<file path="src/rtl/cbm_pkg.sv">
// ----------------------------------------------------------------------------
// cbm_pkg
// Shared widths and codes for the cartridge bank mapper.
// ----------------------------------------------------------------------------
package cbm_pkg;

  localparam int unsigned ADDR_W     = 16;
  localparam int unsigned BYTE_W     = 8;
  localparam int unsigned PHYS_W     = 21;
  localparam int unsigned TGT_W      = 3;
  localparam int unsigned KIND_W     = 2;
  localparam int unsigned ROM_BANK_W = 7;
  localparam int unsigned RAM_BANK_W = 2;

  // in_tdata: address, write_data
  localparam int unsigned IN_DATA_W  = 24;
  // out_tdata: phys_address .. divider_reset, padded to whole bytes
  localparam int unsigned OUT_DATA_W = 56;

  // access kinds
  localparam logic ACT_READ  = 1'b0;
  localparam logic ACT_WRITE = 1'b1;

  // target codes
  localparam logic [TGT_W-1:0] TGT_FLAT = 3'd0;
  localparam logic [TGT_W-1:0] TGT_ROM  = 3'd1;
  localparam logic [TGT_W-1:0] TGT_RAM  = 3'd2;
  localparam logic [TGT_W-1:0] TGT_JOY  = 3'd3;
  localparam logic [TGT_W-1:0] TGT_NONE = 3'd4;

  // cartridge kinds
  localparam logic [KIND_W-1:0] KIND_NONE = 2'd0;
  localparam logic [KIND_W-1:0] KIND_MBC1 = 2'd1;
  localparam logic [KIND_W-1:0] KIND_MBC2 = 2'd2;

  // special addresses
  localparam logic [ADDR_W-1:0] ADDR_JOYPAD  = 16'hFF00;
  localparam logic [ADDR_W-1:0] ADDR_DIV     = 16'hFF04;
  localparam logic [ADDR_W-1:0] ADDR_LY      = 16'hFF44;
  localparam logic [ADDR_W-1:0] ADDR_DMA     = 16'hFF46;
  localparam logic [ADDR_W-1:0] ADDR_BOOT    = 16'hFF50;
  localparam logic [ADDR_W-1:0] ADDR_ECHO_LO = 16'hE000;
  localparam logic [ADDR_W-1:0] ADDR_ECHO_HI = 16'hFE00;
  localparam logic [ADDR_W-1:0] ADDR_DROP_LO = 16'hFEA0;
  localparam logic [ADDR_W-1:0] ADDR_DROP_HI = 16'hFEFF;
  localparam logic [ADDR_W-1:0] ADDR_MBC2_RAM_END = 16'hA200;
  localparam logic [ADDR_W-1:0] ECHO_OFFSET  = 16'h2000;

  // output field layout
  typedef struct packed {
    logic                  div_reset;
    logic                  boot_exit;
    logic [ADDR_W-1:0]     mirror_addr;
    logic                  mirror_en;
    logic [BYTE_W-1:0]     wr_value;
    logic                  wr_en;
    logic [PHYS_W-1:0]     phys_addr;
  } result_t;

endpackage

</file>
<file path="src/rtl/cartridge_bank_mapper.sv">
// ----------------------------------------------------------------------------
// cartridge_bank_mapper
// Maps CPU bus accesses onto flat memory, cartridge ROM/RAM and the joypad,
// keeping MBC1/MBC2 bank state.
// ----------------------------------------------------------------------------
// One bus transaction in, one result out. A transaction is captured in an
// input register, decoded against the bank state and placed in the output
// register, and a new access is taken every cycle while the output side
// keeps up. Bank state changes take effect for the very next access.
// cfg_wr_en/cfg_wr_data load the cartridge kind (0 none, 1 MBC1, 2 MBC2,
// 3 treated as none) and must only be used while no access is in flight.
module cartridge_bank_mapper (
  input  logic                            clk,
  input  logic                            rst_n,
  input  logic                            cfg_wr_en,
  input  logic [cbm_pkg::KIND_W-1:0]      cfg_wr_data,
  input  logic                            in_tvalid,
  output logic                            in_tready,
  input  logic [cbm_pkg::IN_DATA_W-1:0]   in_tdata,   // address[15:0], write_data[23:16]
  input  logic                            in_tuser,   // action
  output logic                            out_tvalid,
  input  logic                            out_tready,
  // phys_address[20:0], write_enable[21], write_value[29:22], mirror_enable[30],
  // mirror_address[46:31], boot_exit[47], divider_reset[48], zero pad[55:49]
  output logic [cbm_pkg::OUT_DATA_W-1:0]  out_tdata,
  output logic [cbm_pkg::TGT_W-1:0]       out_tuser   // target
);

  // configuration and bank state
  logic [cbm_pkg::KIND_W-1:0]     kind_r;
  logic [cbm_pkg::ROM_BANK_W-1:0] rom_bank_r, rom_bank_nxt;
  logic [cbm_pkg::RAM_BANK_W-1:0] ram_bank_r, ram_bank_nxt;
  logic                           ram_en_r, ram_en_nxt;
  logic                           rom_mode_r, rom_mode_nxt;
  logic                           boot_r, boot_nxt;

  // input stage
  logic                           s1_valid_r;
  logic                           s1_act_r;
  logic [cbm_pkg::ADDR_W-1:0]     s1_addr_r;
  logic [cbm_pkg::BYTE_W-1:0]     s1_data_r;

  // output stage
  logic                           out_valid_r;
  logic [cbm_pkg::TGT_W-1:0]      out_tgt_r, out_tgt_nxt;
  cbm_pkg::result_t               out_res_r, out_res_nxt;

  logic s1_adv;
  logic in_fire;
  logic is_mbc1, is_mbc2;
  logic [cbm_pkg::PHYS_W-1:0] ram_phys;
  logic [4:0] lo_bank;

  assign s1_adv    = !out_valid_r || out_tready;
  assign in_tready = !s1_valid_r || s1_adv;
  assign in_fire   = in_tvalid && in_tready;

  assign is_mbc1 = (kind_r == cbm_pkg::KIND_MBC1);
  assign is_mbc2 = (kind_r == cbm_pkg::KIND_MBC2);

  // window is 0xA000-0xBFFF, so the offset is just the low 13 bits
  assign ram_phys = {{(cbm_pkg::PHYS_W-15){1'b0}}, ram_bank_r, s1_addr_r[12:0]};
  assign lo_bank  = (s1_data_r == '0) ? 5'd1 : s1_data_r[4:0];

  always_comb begin
    out_tgt_nxt  = cbm_pkg::TGT_NONE;
    out_res_nxt  = '0;
    rom_bank_nxt = rom_bank_r;
    ram_bank_nxt = ram_bank_r;
    ram_en_nxt   = ram_en_r;
    rom_mode_nxt = rom_mode_r;
    boot_nxt     = boot_r;

    if (s1_act_r == cbm_pkg::ACT_READ) begin
      if (s1_addr_r[15:14] == 2'b01) begin
        out_tgt_nxt           = cbm_pkg::TGT_ROM;
        out_res_nxt.phys_addr = {rom_bank_r, s1_addr_r[13:0]};
      end else if (s1_addr_r[15:13] == 3'b101) begin
        out_tgt_nxt           = cbm_pkg::TGT_RAM;
        out_res_nxt.phys_addr = ram_phys;
      end else if (s1_addr_r == cbm_pkg::ADDR_JOYPAD) begin
        out_tgt_nxt           = cbm_pkg::TGT_JOY;
        out_res_nxt.phys_addr = {5'd0, s1_addr_r};
      end else begin
        out_tgt_nxt           = cbm_pkg::TGT_FLAT;
        out_res_nxt.phys_addr = {5'd0, s1_addr_r};
      end
    end else if (boot_r) begin
      if (s1_addr_r == cbm_pkg::ADDR_BOOT && s1_data_r == 8'd1) begin
        boot_nxt              = 1'b0;
        out_res_nxt.boot_exit = 1'b1;
      end
      out_tgt_nxt           = cbm_pkg::TGT_FLAT;
      out_res_nxt.phys_addr = {5'd0, s1_addr_r};
      out_res_nxt.wr_en     = 1'b1;
      out_res_nxt.wr_value  = s1_data_r;
    end else if (!s1_addr_r[15]) begin
      // bank register writes, no result target
      case (s1_addr_r[14:13])
        2'd0: begin
          if (is_mbc1 || (is_mbc2 && !s1_addr_r[8])) begin
            if (s1_data_r[3:0] == 4'hA) begin
              ram_en_nxt = 1'b1;
            end else if (s1_data_r == '0) begin
              ram_en_nxt = 1'b0;
            end
          end
        end
        2'd1: begin
          if (is_mbc1) begin
            rom_bank_nxt = {rom_bank_r[6:5], lo_bank};
          end else if (is_mbc2) begin
            rom_bank_nxt = {3'd0, s1_data_r[3:0]};
          end
        end
        2'd2: begin
          if (is_mbc1) begin
            if (rom_mode_r) begin
              ram_bank_nxt = '0;
              // a zero low bank bumps to one
              rom_bank_nxt = {s1_data_r[1:0],
                              rom_bank_r[4:1],
                              rom_bank_r[0] | (rom_bank_r[4:0] == 5'd0)};
            end else begin
              ram_bank_nxt = s1_data_r[1:0];
            end
          end
        end
        default: begin
          if (is_mbc1) begin
            if (s1_data_r[0]) begin
              ram_bank_nxt = '0;
              rom_mode_nxt = 1'b0;
            end else begin
              rom_mode_nxt = 1'b1;
            end
          end
        end
      endcase
    end else if (s1_addr_r[15:13] == 3'b101) begin
      if (ram_en_r && (is_mbc1 ||
          (is_mbc2 && s1_addr_r < cbm_pkg::ADDR_MBC2_RAM_END))) begin
        out_tgt_nxt           = cbm_pkg::TGT_RAM;
        out_res_nxt.phys_addr = ram_phys;
        out_res_nxt.wr_en     = 1'b1;
        out_res_nxt.wr_value  = s1_data_r;
      end
    end else if (s1_addr_r >= cbm_pkg::ADDR_ECHO_LO && s1_addr_r < cbm_pkg::ADDR_ECHO_HI) begin
      out_tgt_nxt             = cbm_pkg::TGT_FLAT;
      out_res_nxt.phys_addr   = {5'd0, s1_addr_r};
      out_res_nxt.wr_en       = 1'b1;
      out_res_nxt.wr_value    = s1_data_r;
      out_res_nxt.mirror_en   = 1'b1;
      out_res_nxt.mirror_addr = s1_addr_r - cbm_pkg::ECHO_OFFSET;
    end else if (s1_addr_r >= cbm_pkg::ADDR_DROP_LO && s1_addr_r <= cbm_pkg::ADDR_DROP_HI) begin
      out_tgt_nxt = cbm_pkg::TGT_NONE;
    end else if (s1_addr_r == cbm_pkg::ADDR_DIV) begin
      out_tgt_nxt           = cbm_pkg::TGT_FLAT;
      out_res_nxt.phys_addr = {5'd0, s1_addr_r};
      out_res_nxt.wr_en     = 1'b1;
      out_res_nxt.div_reset = 1'b1;
    end else if (s1_addr_r == cbm_pkg::ADDR_LY) begin
      out_tgt_nxt           = cbm_pkg::TGT_FLAT;
      out_res_nxt.phys_addr = {5'd0, s1_addr_r};
      out_res_nxt.wr_en     = 1'b1;
    end else if (s1_addr_r == cbm_pkg::ADDR_DMA) begin
      out_tgt_nxt = cbm_pkg::TGT_NONE;
    end else begin
      out_tgt_nxt           = cbm_pkg::TGT_FLAT;
      out_res_nxt.phys_addr = {5'd0, s1_addr_r};
      out_res_nxt.wr_en     = 1'b1;
      out_res_nxt.wr_value  = s1_data_r;
    end
  end

  // control and bank state
  always_ff @(posedge clk) begin
    if (!rst_n) begin
      kind_r      <= cbm_pkg::KIND_NONE;
      rom_bank_r  <= 7'd1;
      ram_bank_r  <= '0;
      ram_en_r    <= 1'b0;
      rom_mode_r  <= 1'b1;
      boot_r      <= 1'b1;
      s1_valid_r  <= 1'b0;
      out_valid_r <= 1'b0;
    end else begin
      if (cfg_wr_en) begin
        kind_r <= cfg_wr_data;
      end
      if (s1_valid_r && s1_adv) begin
        rom_bank_r <= rom_bank_nxt;
        ram_bank_r <= ram_bank_nxt;
        ram_en_r   <= ram_en_nxt;
        rom_mode_r <= rom_mode_nxt;
        boot_r     <= boot_nxt;
      end
      if (in_tready) begin
        s1_valid_r <= in_tvalid;
      end
      if (s1_adv) begin
        out_valid_r <= s1_valid_r;
      end
    end
  end

  // payload
  always_ff @(posedge clk) begin
    if (in_fire) begin
      s1_act_r  <= in_tuser;
      s1_addr_r <= in_tdata[15:0];
      s1_data_r <= in_tdata[23:16];
    end
    if (s1_valid_r && s1_adv) begin
      out_tgt_r <= out_tgt_nxt;
      out_res_r <= out_res_nxt;
    end
  end

  assign out_tvalid = out_valid_r;
  assign out_tuser  = out_tgt_r;
  assign out_tdata  = {{(cbm_pkg::OUT_DATA_W - $bits(cbm_pkg::result_t)){1'b0}}, out_res_r};

endmodule
</file>
<file path="config.mk">
export PLATFORM = sky130hd
export DESIGN_NAME = cartridge_bank_mapper
export DESIGN_NICKNAME = d
export VERILOG_FILES = /design/src/rtl/cbm_pkg.sv /design/src/rtl/cartridge_bank_mapper.sv
export SDC_FILE = /design/constraint.sdc
export NUM_CORES = 1
export LEC_CHECK = 0
export BUFFER_PORTS_ARGS = -buffer_cell sky130_fd_sc_hd__buf_2
export CELL_PAD_IN_SITES_DETAIL_PLACEMENT = 0
export CELL_PAD_IN_SITES_GLOBAL_PLACEMENT = 1
export CORE_ASPECT_RATIO = 1.75
export CORE_UTILIZATION = 35
export DETAILED_ROUTE_END_ITERATION = 16
export PLACE_DENSITY = 0.74
export REMOVE_ABC_BUFFERS = 1
export SYNTH_ARGS = -nofsm -noshare
export SYNTH_HDL_FRONTEND = slang
export SYNTH_SLANG_ARGS = --single-unit
</file>
<file path="constraint.sdc">
create_clock -name clk -period 6.05 [get_ports clk]
set_clock_uncertainty 0.05 [all_clocks]
set_input_delay 0.605 -clock clk [delete_from_list [all_inputs] [get_ports clk]]
set_output_delay 0.605 -clock clk [all_outputs]
set_load 0.02 [all_outputs]
</file>
* After elaboration in Yosys (flattened, before gate mapping)
Cells that the tools add are included.
** Cells by class
- Add/subtract/negate cells :: 1
- Order comparisons :: 5
- Equal/unequal tests :: 18
- Mux-type cells :: 46
- Bitwise logic cells :: 8
- Reductions and logical operators :: 35
** Operators by type and width (count)
- two-way mux 30 bit :: 7
- equality test 16 bit (second input constant) :: 5
- two-way mux 22 bit :: 2
- two-way mux 21 bit :: 2
- >= comparator 16 bit (second input constant) :: 2
- < comparator 16 bit (second input constant) :: 2
- two-way mux 3 bit :: 10
- two-way mux 7 bit :: 4
- AND reduction 7 bit :: 3
- two-way mux 17 bit :: 1
- less-or-equal comparator 16 bit (second input constant) :: 1
- two-way mux 16 bit :: 1
- two-way mux 8 bit :: 2
- subtractor 16 x 14 -> 16 bit (second input constant) :: 1
- two-way mux 2 bit :: 7
- one-hot mux 7 bit (2 select lines) :: 1
- AND reduction 9 bit :: 1
- equality test 8 x 1 -> 1 bit (second input constant) :: 1
- logical AND 1 bit :: 8
- zero test 8 bit :: 1
- inequality test 2 bit (second input constant) :: 4
- AND reduction 8 bit :: 1
- nonzero test 2 bit :: 4
- two-way mux 1 bit :: 7
- other kinds (20) :: 35
** Word-level totals
- Register bits :: 93
- Input bits :: 32
- Logic and storage cells :: 134

* Logic depth before layout (Yosys ltp)
- Depth after elaboration :: 10
- Mapped depth :: 9
- Gate-level depth less buffers :: 7

* Least setup slack after synthesis
Ideal clock, no wire load.
- Path kind :: input to register
- From :: in out_tready
- To :: reg boot_r
- Arrival :: 3.428 ns
- Path slack :: 2.446 ns
- Stages :: 5
- Path buffers :: 0
- Cells stage by stage :: nor2b_1 -> nor2b_1 -> nand2_1 -> o21ai_0 -> nand2_1
** Between the ends
- Longest elaborated chain between the ends :: 3
** Ends and longest elaborated chain
- start: declaration :: RTL line cartridge_bank_mapper.sv:22 : input logic out_tready,
- logical OR 1 bit :: RTL line cartridge_bank_mapper.sv:54 : assign s1_adv = !out_valid_r || out_tready;
- logical AND 1 bit :: RTL line cartridge_bank_mapper.sv:191 : if (s1_valid_r && s1_adv) begin
- AND reduction 2 bit (no line)
- end signal: assignment :: RTL line cartridge_bank_mapper.sv:196 : boot_r <= boot_nxt;
- end: declaration :: RTL line cartridge_bank_mapper.sv:35 : logic boot_r, boot_nxt;
Every way passes these cells.
A chain may end at the register's enable or synchronous reset.

==> summary.md <==
| Metric | Value |
|---|---|
| Status | `finished clean` |
| Final setup vio count | `0` |
| CP startpoint kind | `flip-flop` |
| CP required | `between 6000 and 7000 ps` |
| Ys Warns | `0` |
| Iteration-0 DRC Markers | `135` |
| Rows | `between 50 and 60` |
| Clock buffer depth | `2` |
| Final Critical Period | `2850 ps` |
| Hold Path Class | `input port to flip-flop` |
| Hpwl dp | `~6600 um` |
| Final net count | `446` |
| Slew HR | `29.3%` |
| Post-CTS Resized | `0` |
| Syn-to-layout area delta | `21.2%` |
| Unique masters post-synth | `50` |
| FF-to-FF setup slack | `3200 ps` |
| Ant diodes | `0` |
| Number of max-cap violations | `0` |
| Vias per cell | `5.00` |
| Synth Instances | `roughly 320` |
| Endpoints failing hold | `0` |
| Clock transition at the registers of the reported paths | `60 ps` |
| CTS buffer count | `9` |
| Layout cells sized above 1 | `a little over a quarter` |
| Worst-Skew Late Latency | `330 ps` |
| DRT Wirelength | `8680 um` |
| Leakage power | `1.89 nW` |
| Crit Path Class | `flip-flop to flip-flop` |
| Die Width | `83.5 um` |
| CTS Sinks | `93` |
| Max Fclk | `0.351 GHz` |
| Initial core utilization | `around 36%` |
| Unrepaired setup endpoints after global routing | `no` |
| Asr flop ratio synth | `0%` |
| Sequential area share after synthesis | `64.7%` |
| Via count | `2727` |
| Critical Path AT | `roughly 2900 ps` |
| IO Pins | `93` |
| RR Startpoint | `s1_addr_r[15]` |
| Measured slew at the worst slew-check pin | `approximately 1100 ps` |
| CP Launch Point | `s1_addr_r[15]` |
| CTS Root Cell | `clkbuf_16` |
| Largest net degree at the start of global routing | `33` |
| 1st-pass router iterations | `4` |
| Crit-path slowest cell | `nor3_2` |
| H-tree depth | `3` |
| Period utilisation layout | `47.1%` |
| Critical path cell sequence | `or4bb_1, o31ai_1, a221oi_2, nor3_2, nor2b_1` |
| GPL Wtd Cong | `~0.85` |
| Crit path largest cell delay | `720 ps` |
| Grt total ovfl | `0` |
| Total GRT Usage | `about 14%` |
| Worst Setup End Kind | `flip-flop` |
| Number of global-route vias before repair | `~2.6k` |
| Count of final max-slew check failures | `0` |
| Syn avg cell area | `around 13 um2` |
| Clock tree from TritonCTS | `yes` |
| Register bit total from synthesis | `93` |
| Fin Setup TNS | `0 ps` |
| Hold Path Origin | `in_tdata[16]` |
| Initial antenna violation count | `0` |
| Peak supply drop | `about 140 uV` |
| WL/cell | `15.9 um` |
| Number of flops mapped to enable cells by yosys | `a little under 80` |
| Die Area | `12100 um2` |
| Crit Path Max Fanout | `15` |
| Power per cell area | `293 nW/um2` |
| Ys flop type | `edfxtp_1` |
| Global-route wire length before repair | `13200 um` |
| DRT antenna net count | `0` |
| Post-CTS Setup Bufs | `0` |
| DIE HEIGHT | `145 um` |
| Cell area after technology mapping | `4070 um2` |
| WHS | `392 ps` |
| DRC | `0` |
| Cts hold-fix bufs | `0` |
| IO buf count | `85` |
| Core Area | `11200 um2` |
[per-stage QoR]
stage / utilization, % / power (mW) / setup slack (ps) / instances / area (um2)
2_1_floorplan: - / 0.814 / 2460 / 310 / 3990
3_3_place_gp: 41.0 / 0.857 / 3310 / 529 / 4600
3_5_place_dp: 41.0 / 0.859 / 3220 / 529 / 4600
4_1_cts: 43.9 / 1.46 / 3190 / 545 / 4930
5_1_grt: 43.9 / 1.49 / 2930 / 545 / 4930
6_report: 43.9 / 1.45 / 3200 / 545 / 4930
[layout by cell type (no fill, tap or decap), types with 2 or more instances in the layout]
cell type	netlist	layout
edfxtp_1	77	77
nor2b_1	25	24
buf_2	2	85
clkbuf_16	0	9
a21oi_1	6	6
a211oi_1	2	2
a21boi_0	5	5
nand4_1	3	3
inv_1	9	9
ha_1	6	6
mux2i_1	7	7
bufinv_16	0	2
nand3_1	11	11
o32ai_1	3	3
dfxtp_1	16	16
or4_1	3	3
nor2_1	21	21
clkbuf_8	0	2
or3b_2	4	4
clkbuf_1	10	2
conb_1	1	7
nor4b_1	2	2
o22ai_1	2	2
o21a_1	3	3
nand2_1	24	24
nor3_1	4	4
o31a_1	2	2
nor4_1	6	6
nand3b_1	5	5
buf_4	7	2
or4bb_1	2	2
and2_1	23	23
o21ai_0	6	6
nand2b_1	4	4
or3_1	2	2
and3_1	3	3
[path summary, 6_finish.rpt]
check	endpoint	cells past startpoint
max	out_tdata[4]	5
min	s1_data_r[0]	1
max reg2reg	out_tdata[4]	5
min reg2reg	rom_bank_r[4]	2
[logic make-up after synthesis]
group / share of synthesized area [%]
adders and majority gates: 1.85
muxes: 1.72
other: 0.0922
AOI/OAI and AO/OA: 7.05
and+or+nand+nor: 21.0
DFF: 64.7
buffers and inverters: 3.29
xor gates and xnor gates: 0.215
[flip-flops by register name, indices dropped and copies added (netlist names)]
name        cells
s1_valid_r      1
ram_bank_r      2
kind_r          2
out_tuser       3
s1_addr_r      16
rom_bank_r      7
boot_r          1
ram_en_r        1
s1_data_r       8
out_tdata      49
out_tvalid      1
s1_act_r        1
rom_mode_r      1
[layer usage]
layer,wire [um],GRT usage [%]
met5,0,0
met3,348,2.80
met4,187,6.42
met2,4860,28.1
met1,3290,14.5
[final cells by class]
class | count | area [um2]
Clock buffer | 13 | 260
Clock inverter | 3 | 67.6
Fill cell | 1068 | 6300
Tap cell | 132 | 165
Timing Repair Buffer | 87 | 440
Multi-Input combinational cell | 208 | 1330
Inverter | 9 | 33.8
Sequential cell | 93 | 2630
[worst max-delay path, delay by kind of cell, from the launching register on]
kind	cells	cell delay (ps)
compound gates	2	430
flops	1	660
simple gates	3	1420
[Yosys cell counts (all sizes together), types with 6 or more instances]
| library cell | count | share of area, % |
|---|---|---|
| o21ai | 6 | 0.74 |
| nor2 | 21 | 1.9 |
| a21oi | 6 | 0.74 |
| nand3 | 11 | 1.4 |
| nand2 | 24 | 2.2 |
| nor2b | 25 | 3.8 |
| buf | 9 | 1.5 |
| and2 | 23 | 3.5 |
| mux2i | 7 | 1.7 |
| dfxtp | 16 | 7.9 |
| edfxtp | 77 | 57 |
| inv | 9 | 0.83 |
| ha | 6 | 1.8 |
| clkbuf | 10 | 0.92 |
| nor4 | 6 | 0.92 |
[power breakdown]
part / internal (mW) / switching, mW / leakage, nW / total [mW]
registers: 0.723 / 0.0204 / 0.870 / 0.743
clock network: 0.385 / 0.218 / 0.156 / 0.603
logic: 0.0360 / 0.0644 / 0.860 / 0.100
Power figures use the tool's default switching activity.
